===== src/design/lzss_pkg.sv =====
// Shared types and constants for the LZSS stream decoder.
// Used by the front parser, the command queue, the back end and the top level.
package lzss_pkg;

    // History window and counter widths.
    localparam int WINDOW_DEPTH  = 4096;
    localparam int WIN_AW        = $clog2(WINDOW_DEPTH);
    localparam int COUNT_W       = 32;
    localparam int CNT_W         = 5;
    localparam int MIN_MATCH     = 3;
    localparam int FLAG_W        = 8;
    localparam int FLAG_LEFT_W   = 4;

    // Command queue between the front and back parts.
    localparam int Q_DEPTH       = 2;
    localparam int Q_AW          = $clog2(Q_DEPTH);

    // Configuration registers.
    localparam int                  PADDR_W        = 3;
    localparam logic                RAW_SIZE_INDEX = 1'b0;
    localparam logic [COUNT_W-1:0]  RAW_SIZE_RESET = 32'd1;

    // Parse phase of the packed stream.
    typedef enum logic [1:0] {
        PH_FLAG   = 2'd0,
        PH_LIT    = 2'd1,
        PH_MATCH1 = 2'd2,
        PH_MATCH2 = 2'd3
    } phase_t;

    // Kind of work handed from the front to the back.
    typedef enum logic [1:0] {
        CMD_NONE = 2'd0,
        CMD_LIT  = 2'd1,
        CMD_COPY = 2'd2
    } cmd_kind_t;

    // Decoder status as reported on every result.
    typedef enum logic [1:0] {
        ST_RUN      = 2'd0,
        ST_DONE     = 2'd1,
        ST_BAD_DIST = 2'd2,
        ST_TRUNC    = 2'd3
    } status_t;

    // Back end sequencer states.
    typedef enum logic [1:0] {
        B_IDLE = 2'd0,
        B_EXEC = 2'd1,
        B_COPY = 2'd2
    } back_state_t;

    // One classified input byte.
    typedef struct packed {
        cmd_kind_t         kind;
        logic [7:0]        data;
        logic [WIN_AW-1:0] distance;
        logic [CNT_W-1:0]  cnt;
        logic              last;
    } cmd_t;

endpackage


===== src/design/lzss_cmd_queue.sv =====
// Short command queue that decouples the front parser from the back end.
// Depends on lzss_pkg for the command type and depth.
module lzss_cmd_queue
    import lzss_pkg::*;
(
    input  logic clk,
    input  logic rst_n,
    input  logic push,
    input  cmd_t push_cmd,
    output logic full,
    input  logic pop,
    output logic head_valid,
    output cmd_t head
);

    cmd_t            entry_reg [Q_DEPTH];
    logic [Q_AW-1:0] wr_ptr_reg;
    logic [Q_AW-1:0] rd_ptr_reg;
    logic [Q_AW:0]   fill_reg;

    assign full       = (fill_reg == (Q_AW+1)'(Q_DEPTH));
    assign head_valid = (fill_reg != '0);
    assign head       = entry_reg[rd_ptr_reg];

    // Pointer and fill count.
    always_ff @(posedge clk or negedge rst_n)
    begin
        if (!rst_n)
        begin
            wr_ptr_reg <= '0;
            rd_ptr_reg <= '0;
            fill_reg   <= '0;
        end
        else
        begin
            if (push)
            begin
                wr_ptr_reg <= (wr_ptr_reg == Q_AW'(Q_DEPTH - 1)) ? '0 : wr_ptr_reg + 1'b1;
            end
            if (pop)
            begin
                rd_ptr_reg <= (rd_ptr_reg == Q_AW'(Q_DEPTH - 1)) ? '0 : rd_ptr_reg + 1'b1;
            end
            if (push && !pop)
            begin
                fill_reg <= fill_reg + 1'b1;
            end
            else if (pop && !push)
            begin
                fill_reg <= fill_reg - 1'b1;
            end
        end
    end

    // Entry storage.
    always_ff @(posedge clk)
    begin
        if (push)
        begin
            entry_reg[wr_ptr_reg] <= push_cmd;
        end
    end

endmodule


===== config.mk =====
export PLATFORM = sky130hd
export DESIGN_NAME = lzss_cmd_queue
export DESIGN_NICKNAME = d
export VERILOG_FILES = /design/src/design/lzss_pkg.sv /design/src/design/lzss_cmd_queue.sv
export SDC_FILE = /design/constraint.sdc
export NUM_CORES = 1
export LEC_CHECK = 0
export BUFFER_PORTS_ARGS = -buffer_cell sky130_fd_sc_hd__buf_2
export CORE_UTILIZATION = 30
export CTS_BUF_LIST = sky130_fd_sc_hd__clkbuf_4 sky130_fd_sc_hd__clkbuf_8 sky130_fd_sc_hd__clkbuf_16
export DETAILED_ROUTE_END_ITERATION = 6
export GPL_ROUTABILITY_DRIVEN = 0
export SLEW_MARGIN = 0
export SYNTH_ARGS = -nofsm -noshare
export SYNTH_HDL_FRONTEND = slang
export SYNTH_SLANG_ARGS = --single-unit

===== constraint.sdc =====
create_clock -name clk -period 2.4 [get_ports clk]
set_input_delay 0.36 -clock clk [delete_from_list [all_inputs] [get_ports clk]]
set_output_delay 0.36 -clock clk [all_outputs]
set_load 0.005 [all_outputs]

==> results.sh <==
export IMPL_cts_max_path_buffers=2
export IMPL_cts_resized=0
export IMPL_met2_usage_pct=15.45
export IMPL_antenna_cells=0
export IMPL_grt_setup_unrepaired="false"
export IMPL_worstHoldPathType="in2reg"
export IMPL_yosys_top_cells_count="56 x edfxtp_1, 18 x mux2_2, 10 x mux2_4"
export IMPL_critPathMaxStageDelay_ns=0.40
export IMPL_slew_limit_headroom_pct=72.06
export IMPL_drv_cap=0
export IMPL_crit_path_end_kind="primary output"
export IMPL_synth_top_area_cell="edfxtp_1"
export IMPL_antenna_found_initial=0
export IMPL_fin_tns_setup_ns=0
export IMPL_dieArea_um2=7875
export IMPL_track_usage_pct=9.926
export IMPL_avgSynthCellArea_um2=21.91
export IMPL_busiest_layer="met2"
export IMPL_synthToLayoutAreaGrowth_pct=28.38
export IMPL_start_util_pct=31.12
export IMPL_post_cts_setup_buffers=0
export IMPL_largest_reg_flops=56
export IMPL_drive_gt1_share_pct=60.22
export IMPL_skew_ns=0.003936
export IMPL_grt_max_degree=29
export IMPL_pin_count=62
export IMPL_insertion_delay_ns=0.32
export IMPL_worstSetupPathType="reg2out"
export IMPL_leakage_nw=1.141
export IMPL_yosysWarnings=0
export IMPL_post_route_util_pct=39.95
export IMPL_firstDrtPassIters=2
export IMPL_synth_seq_area_share_pct=78.94
export IMPL_routed_wirelength_um=3640
export IMPL_netlist_area_um2=2257
export IMPL_cp_cell_sequence="buf_4, mux2_2, buf_2"
export IMPL_grt_use_met3_pct=4.011
export IMPL_cts_sinks=60
export IMPL_report_final_slew_viol_count=0
export IMPL_fmax_mhz=498.0
export IMPL_grt_pass1_vias=1153
export IMPL_root_buffer="clkbuf_8"
export IMPL_via_per_inst=4.071
export IMPL_setup_viol=0
export IMPL_placed_area_um2=2678
export IMPL_cts_tree="done"
export IMPL_synthDistinctLibCells=15
export IMPL_crit_required_ns=2.04
export IMPL_met1_usage_pct=11.08
export IMPL_avgRoutedWirePerCell_um=13.00
export IMPL_vias=1140
export IMPL_dp_hpwl_um=2306
export IMPL_outcome="finished clean"
export IMPL_placedCellCount=263
export IMPL_powerDensity_nw_per_um2=1129
export IMPL_synth_most_common_cell="edfxtp_1"
export IMPL_netlist_top_cells_area="edfxtp_1 75%, mux2_2 9.0%, mux2_4 6.7%"
export IMPL_ir_drop_v=0.0003712
export IMPL_start_kind="flip-flop"
export IMPL_slowest_stage="buf_4"
export IMPL_layout_nets=209
export IMPL_synth_edf_count=56
export IMPL_core_area_um2=7253
export IMPL_grt_pass1_wl_um=5430
export IMPL_synthFlopType="edfxtp_1"
export IMPL_ant_nets=0
export IMPL_synthCells=103
export IMPL_first_iter_violations=10
export IMPL_synth_fp_nets=136
export IMPL_rows=31
export IMPL_min_period_over_period_pct=83.67
export IMPL_io_buffers=61
export IMPL_finalHoldViolCount=0
export IMPL_final_area_um2=2898
export IMPL_die_w_um=88.74
export IMPL_period_minus_slack_ns=2.008
export IMPL_grt_overflow=0
export IMPL_arrival_ns=1.65
export IMPL_synthArstFlopShare_pct=6.667
export IMPL_drcViolationCount=0
export IMPL_critPathMaxFanout=27
export IMPL_tightest_slew_ns=0.4191
export IMPL_stdcell_count=280
export IMPL_cts_made_buffers=9
export IMPL_fp_dieH_um=88.74
export IMPL_path_clk_slew_ns=0.06
export IMPL_htreeDepth=3
export IMPL_synth_top_area_share_pct=74.50
export IMPL_synth_seq_cells=60
## cells in the final DEF, fill, tap and decap left out, types with 2 or more instances in the layout
| cell | count |
|---|---|
| mux2_2 | 18 |
| clkinv_2 | 3 |
| edfxtp_1 | 56 |
| dfrtp_1 | 4 |
| buf_2 | 61 |
| mux2_4 | 10 |
| clkbuf_8 | 9 |
| bufinv_16 | 2 |
| xor2_1 | 4 |
| buf_4 | 3 |
## path summary, 6_finish.rpt
kind / startpoint / end / slack (ns) / cells after the start
max: rd_ptr_reg / head[14] / 0.39 / 3
min: push_cmd[22] / entry_reg[0][22] / 0.22 / 1
max reg2reg: wr_ptr_reg / entry_reg[1][0] / 1.16 / 2
min reg2reg: fill_reg[1] / fill_reg[1] / 0.49 / 1
max in group asynchronous: rst_n / rd_ptr_reg / 1.92 / 2
min in group asynchronous: rst_n / fill_reg[0] / 0.36 / 2
## critical path, delay by kind of cell, from the launching register on
kind	cells	cell delay [ns]
mux	1	0.40
flops	1	0.39
buf+inv	2	0.53
## final cells by class
cell class	instances	area, um^2
clock buffer	10	131.4
tap	99	123.9
inverter	1	3.754
clock inverter	6	78.83
multi-input combinational	39	440.4
timing repair buffer	65	337.8
fill	694	4355
sequential	60	1782
## power by group
part | switching [W] | internal, W
logic | 0.000389 | 0.000470
clock network | 0.000360 | 0.000587
registers | 0.0000700 | 0.00140
## routing by layer
| metal | up-vias | share of wire (%) | wire, um |
|---|---|---|---|
| met5 | - | 0 | 0 |
| met4 | 0 | 2.4 | 86 |
| met3 | 11 | 8.3 | 302 |
| met2 | 42 | 47 | 1711 |
| met1 | 547 | 42 | 1540 |
| li1 | 540 | - | - |
## per-stage QoR
step | power [W] | hold slack, ns | worst slack, ns
6_report | 0.003272 | 0.2229 | 0.3920
5_1_grt | 0.003481 | 0.2069 | 0.2811
4_1_cts | 0.003343 | 0.2004 | 0.3242
3_5_place_dp | 0.002378 | 0.1720 | 0.7002
3_3_place_gp | 0.002368 | 0.1732 | 0.7220
2_1_floorplan | 0.002066 | 0.06441 | 0.3177
## logic make-up (layout without fill, tap and decap cells)
group | Yosys count | in the layout | synth area share [%]
flip-flops | 60 | 60 | 78.94
XOR/XNOR | 5 | 5 | 1.940
AND/OR/NAND/NOR | 5 | 5 | 1.275
adder cells (fa/ha/maj) | 1 | 1 | 0.5542
multiplexers | 28 | 28 | 15.63
buffers and inverters | 4 | 82 | 1.663
## what timing repair did
action                                 in CTS  in global routing
setup endpoints to repair                   0                  0
endpoints found under the hold margin       4                  0
hold buffers                                1                  0
Note: power is estimated with default switching activity, not from simulation.
