===== src/design/lzss_pkg.sv =====
// Shared types and constants for the LZSS stream decoder.
// Used by the front parser, the command queue, the back end and the top level.
package lzss_pkg;

    // History window and counter widths.
    localparam int WINDOW_DEPTH  = 4096;
    localparam int WIN_AW        = $clog2(WINDOW_DEPTH);
    localparam int COUNT_W       = 32;
    localparam int CNT_W         = 5;
    localparam int MIN_MATCH     = 3;
    localparam int FLAG_W        = 8;
    localparam int FLAG_LEFT_W   = 4;

    // Command queue between the front and back parts.
    localparam int Q_DEPTH       = 2;
    localparam int Q_AW          = $clog2(Q_DEPTH);

    // Configuration registers.
    localparam int                  PADDR_W        = 3;
    localparam logic                RAW_SIZE_INDEX = 1'b0;
    localparam logic [COUNT_W-1:0]  RAW_SIZE_RESET = 32'd1;

    // Parse phase of the packed stream.
    typedef enum logic [1:0] {
        PH_FLAG   = 2'd0,
        PH_LIT    = 2'd1,
        PH_MATCH1 = 2'd2,
        PH_MATCH2 = 2'd3
    } phase_t;

    // Kind of work handed from the front to the back.
    typedef enum logic [1:0] {
        CMD_NONE = 2'd0,
        CMD_LIT  = 2'd1,
        CMD_COPY = 2'd2
    } cmd_kind_t;

    // Decoder status as reported on every result.
    typedef enum logic [1:0] {
        ST_RUN      = 2'd0,
        ST_DONE     = 2'd1,
        ST_BAD_DIST = 2'd2,
        ST_TRUNC    = 2'd3
    } status_t;

    // Back end sequencer states.
    typedef enum logic [1:0] {
        B_IDLE = 2'd0,
        B_EXEC = 2'd1,
        B_COPY = 2'd2
    } back_state_t;

    // One classified input byte.
    typedef struct packed {
        cmd_kind_t         kind;
        logic [7:0]        data;
        logic [WIN_AW-1:0] distance;
        logic [CNT_W-1:0]  cnt;
        logic              last;
    } cmd_t;

endpackage


===== src/design/lzss_front.sv =====
// Front parser: accepts packed bytes, tracks flag bits and classifies each byte.
// Depends on lzss_pkg for the phase and command types.
module lzss_front
    import lzss_pkg::*;
(
    input  logic       clk,
    input  logic       rst_n,
    input  logic       in_valid,
    output logic       in_stall,
    input  logic [7:0] packed_byte,
    input  logic       stream_end,
    input  logic       q_full,
    output logic       push,
    output cmd_t       push_cmd
);

    phase_t                 phase_reg, phase_next;
    logic [FLAG_W-1:0]      flag_bits_reg, flag_bits_next;
    logic [FLAG_LEFT_W-1:0] flags_left_reg, flags_left_next;
    logic [7:0]             first_reg, first_next;
    logic                   accept;

    assign in_stall = q_full;
    assign accept   = in_valid && !q_full;
    assign push     = accept;

    // Classify the byte and work out the next parse phase.
    always_comb
    begin
        logic [FLAG_W-1:0]      bits;
        logic [FLAG_LEFT_W-1:0] left;
        logic                   pop_flag;

        bits              = flag_bits_reg;
        left              = flags_left_reg;
        pop_flag          = 1'b0;
        phase_next        = phase_reg;
        first_next        = first_reg;
        push_cmd.kind     = CMD_NONE;
        push_cmd.data     = packed_byte;
        push_cmd.distance = {first_reg[7:4], packed_byte};
        push_cmd.cnt      = {1'b0, first_reg[3:0]} + CNT_W'(MIN_MATCH);
        push_cmd.last     = stream_end;

        unique case (phase_reg)
            PH_FLAG:
            begin
                bits     = packed_byte;
                left     = FLAG_LEFT_W'(FLAG_W);
                pop_flag = 1'b1;
            end
            PH_LIT:
            begin
                push_cmd.kind = CMD_LIT;
                pop_flag      = 1'b1;
            end
            PH_MATCH1:
            begin
                first_next = packed_byte;
                phase_next = PH_MATCH2;
            end
            PH_MATCH2:
            begin
                push_cmd.kind = CMD_COPY;
                pop_flag      = 1'b1;
            end
            default:
            begin
                phase_next = PH_FLAG;
            end
        endcase

        // After a token the next flag bit selects the kind of the next byte.
        if (pop_flag)
        begin
            if (left == '0)
            begin
                phase_next = PH_FLAG;
            end
            else
            begin
                phase_next = bits[FLAG_W-1] ? PH_MATCH1 : PH_LIT;
                bits       = {bits[FLAG_W-2:0], 1'b0};
                left       = left - 1'b1;
            end
        end

        flag_bits_next  = bits;
        flags_left_next = left;
    end

    // Parser state advances on every transfer.
    always_ff @(posedge clk or negedge rst_n)
    begin
        if (!rst_n)
        begin
            phase_reg      <= PH_FLAG;
            flag_bits_reg  <= '0;
            flags_left_reg <= '0;
            first_reg      <= '0;
        end
        else if (accept)
        begin
            phase_reg      <= phase_next;
            flag_bits_reg  <= flag_bits_next;
            flags_left_reg <= flags_left_next;
            first_reg      <= first_next;
        end
    end

endmodule


===== config.mk =====
export PLATFORM = sky130hd
export DESIGN_NAME = lzss_front
export DESIGN_NICKNAME = d
export VERILOG_FILES = /design/src/design/lzss_pkg.sv /design/src/design/lzss_front.sv
export SDC_FILE = /design/constraint.sdc
export NUM_CORES = 1
export LEC_CHECK = 0
export BUFFER_PORTS_ARGS = -buffer_cell sky130_fd_sc_hd__buf_2
export CAP_MARGIN = 15
export CORE_ASPECT_RATIO = 0.75
export CORE_MARGIN = 10
export CORE_UTILIZATION = 50
export CTS_CLUSTER_DIAMETER = 120
export DETAILED_ROUTE_END_ITERATION = 12
export HOLD_SLACK_MARGIN = 0.1
export PLACE_DENSITY_LB_ADDON = 0.3
export SLEW_MARGIN = 0
export SYNTH_ARGS = -nofsm -noshare
export SYNTH_HDL_FRONTEND = slang
export SYNTH_SLANG_ARGS = --single-unit

===== constraint.sdc =====
create_clock -name clk -period 4.7 [get_ports clk]
set_input_delay 0 -clock clk [delete_from_list [all_inputs] [get_ports clk]]
set_output_delay 0 -clock clk [all_outputs]
set_load 0.01 [all_outputs]

==> metrics.yaml <==
run_status:
  status: "completed"
place:
  routabilityCongestion: 0.8091
  place_hpwl_microns: 2188
  portBuffers: 40
pwr:
  power_frac_clock_pct: 12.8
  sw_frac_of_total_pct: 37.74
  power_density_nw_per_um2: 554.5
  pwr-share-seq_pct: 42.0
  p_sw_uw: 312.4
  p_int_uw: 515.3
  pwr-share-comb_pct: 45.3
  ir_drop_uv: 206.9
  leakage_nw: 0.7243
setup_path:
  crit_arrival_ps: 2670
  reg2reg_from: "phase_reg[0]"
  required_ps: 4910
  path_max_fanout: 16
  criticalPathCategory: "reg -> reg"
  rr_endpoint: "flag_bits_reg[2]"
  worst_setup_path_start_kind: "flip-flop"
  endpoint_kind: "flip-flop"
  reg2regPathDepth: 5
  rrSetupSlack_ps: 2240
routing:
  drt_iter0_markers: 59
  wl_per_cell_microns: 15.69
  ant_nets: 0
  first_pass_iters: 4
  dr_total_vias: 906
  drc: 0
  routed_wl_microns: 2808
  viasPerCell: 5.061
timing:
  clock.fmax_mhz: 406.7
  setup_viol: 0
  rsz0062_at_grt: "no"
  clock_skew_ps: 7.874
  finalHoldViolations: 0
  tightestPinTransition_ps: 606.3
  timing.final.crit_share_pct: 52.31
  relSlewSlack_pct: 59.43
  tns_ps: 0
  slew_viol_final: 0
  fin_crit_ps: 2459
  holdWs_ps: 143.8
worst_hold_path:
  min_path_type: "in -> reg"
  timing.hold.worst_endpoint: "flags_left_reg[2]"
  min_path_cells: 4
  hp-start: "in_valid"
die:
  die_w_microns: 78.80
  row_count: 15
  die_y_microns: 64.10
  dieArea_sq_um: 5050
  coreArea_sq_um: 2384
  pin_count: 43
  initial_core_util_pct: 54.38
cts:
  cts_max_level: 1
  clkLatencyLatePin_ps: 320
  clock-sinks: 22
  cts_tree: "built"
  clk_pin_slew_ps: 120
  post-cts-setup-buffers: 0
  cts_buffer_depth: 2
  cts-root-buf: "clkbuf_4"
  cts_made_buffers: 3
yosys:
  avgSynthCellArea_sq_um: 11.08
  synth_edf_count: 0
  syn_inst: 117
  ys_ff_latch: 22
  synth_area_sq_um: 1296
  yosysSeqAreaShare_pct: 42.47
  synthFlopType: "dfrtp_1"
  yosysWarnings: 0
  ys_async_sr_fraction_pct: 100.0
  synth_nets: 132
  synth_cell_type_count: 32
global_routing:
  grt_max_degree: 23
  grt_pass1_vias: 924
  grt_pass1_wl_microns: 4636
  grtUsageTotal_pct: 11.30
  antenna_found_initial: 0
  gr-total-overflow: 0
cells_and_area:
  area_delta_synth_final_pct: 15.15
  n_fill_cell: 209
  nNetsFinal: 161
  layout-drive-gt1-share_pct: 45.52
  antennaDiodeCount: 0
job:
  max_cap_violations: 0
critical path, stage by stage, from the launching register on:
cell and delay (ps):
dfrtp_1 720, o21ai_0 210, ha_1 290, nor3b_1 190, a211oi_4 540, mux2_2 390
power groups by stage:
stage / Clock, mW / Combinational, mW / Sequential [mW]
final: 0.106 / 0.375 / 0.347
after global routing: 0.116 / 0.419 / 0.362
after CTS: 0.109 / 0.383 / 0.346
after detailed placement: 0 / 0.376 / 0.351
after global placement: 0 / 0.359 / 0.346
after floorplan: 0 / 0.322 / 0.308
synth_stat cells, types with 2 or more instances:
master | instances | area (sq um)
xnor2_1 | 2 | 17.52
nand3_1 | 3 | 15.01
buf_2 | 2 | 10.01
a21oi_1 | 2 | 10.01
mux2_1 | 2 | 22.52
dfrtp_1 | 22 | 550.5
mux2_2 | 19 | 214.0
clkbuf_1 | 2 | 7.510
nand3b_1 | 2 | 15.01
buf_4 | 22 | 165.2
ha_1 | 2 | 25.02
nor2b_1 | 3 | 18.77
inv_1 | 7 | 26.28
nand2b_1 | 2 | 12.51
o21ai_0 | 8 | 40.04
final cells by class:
cell class	instances	area, sq um	area share, %
well taps	34	42.54	2.850
flip-flops and latches	22	550.5	36.88
multi-input cells	62	536.8	35.96
repair buffers	50	300.3	20.12
inverters	7	26.28	1.760
clock buffers	4	36.28	2.431
cells by family (layout without fill, tap and decap cells):
group,after synthesis,count (layout),synth area share [%]
buffers and inverters,33,61,16.12
multiplexers,22,22,19.02
flip-flops,22,22,42.47
AND/OR/NAND/NOR,20,20,10.62
AO/OA/AOI/OAI,16,16,8.495
adder cells (fa/ha/maj),2,2,1.930
XOR/XNOR,2,2,1.352
timing repair:
action                                 4_1_cts  5_1_grt
gates resized for setup                      0        0
endpoints found under the hold margin       38        0
hold buffers                                10        0
metrics by stage:
step / cell area, sq um / power (mW) / utilization [%] / instances / setup slack (ps)
CTS: 1493 / 0.8384 / 62.62 / 179 / 2268
finish: 1493 / 0.8277 / 62.62 / 179 / 2241
floorplan: 1296 / 0.6304 / - / 117 / 2498
global route: 1493 / 0.8965 / 62.62 / 179 / 2130
detailed placement: 1356 / 0.7261 / 56.90 / 165 / 2288
global placement: 1356 / 0.7050 / 56.90 / 165 / 2385
how the worst max path moves through the flow:
stage,cells past startpoint,start,slack [ps],to
floorplan,7,phase_reg[0],2500,flag_bits_reg[1]
global placement,5,phase_reg[0],2390,flag_bits_reg[3]
detailed placement,5,phase_reg[0],2290,flag_bits_reg[3]
CTS,5,phase_reg[0],2270,flag_bits_reg[4]
global route,5,phase_reg[0],2130,flag_bits_reg[5]
finish,5,phase_reg[0],2240,flag_bits_reg[2]
routing by layer:
metal	global-route usage, %	up-vias	routed length, microns
met1	13.11	430	1201
met2	18.14	34	1310
met3	6.285	5	260
met4	2.009	0	36
li1	-	437	-
met5	0	-	0
layout by cell type (no fill, tap or decap), types with 2 or more instances in the layout:
cell type	Yosys	layout
a21oi_1	2	2
buf_2	2	40
clkbuf_4	0	3
dfrtp_1	22	22
dlygate4sd3_1	0	10
ha_1	2	2
inv_1	7	7
mux2_1	2	2
mux2_2	19	19
nand2b_1	2	2
nand3_1	3	3
nand3b_1	2	2
nor2b_1	3	3
o21ai_0	8	8
xnor2_1	2	2
(Power assumes the default switching activity.)
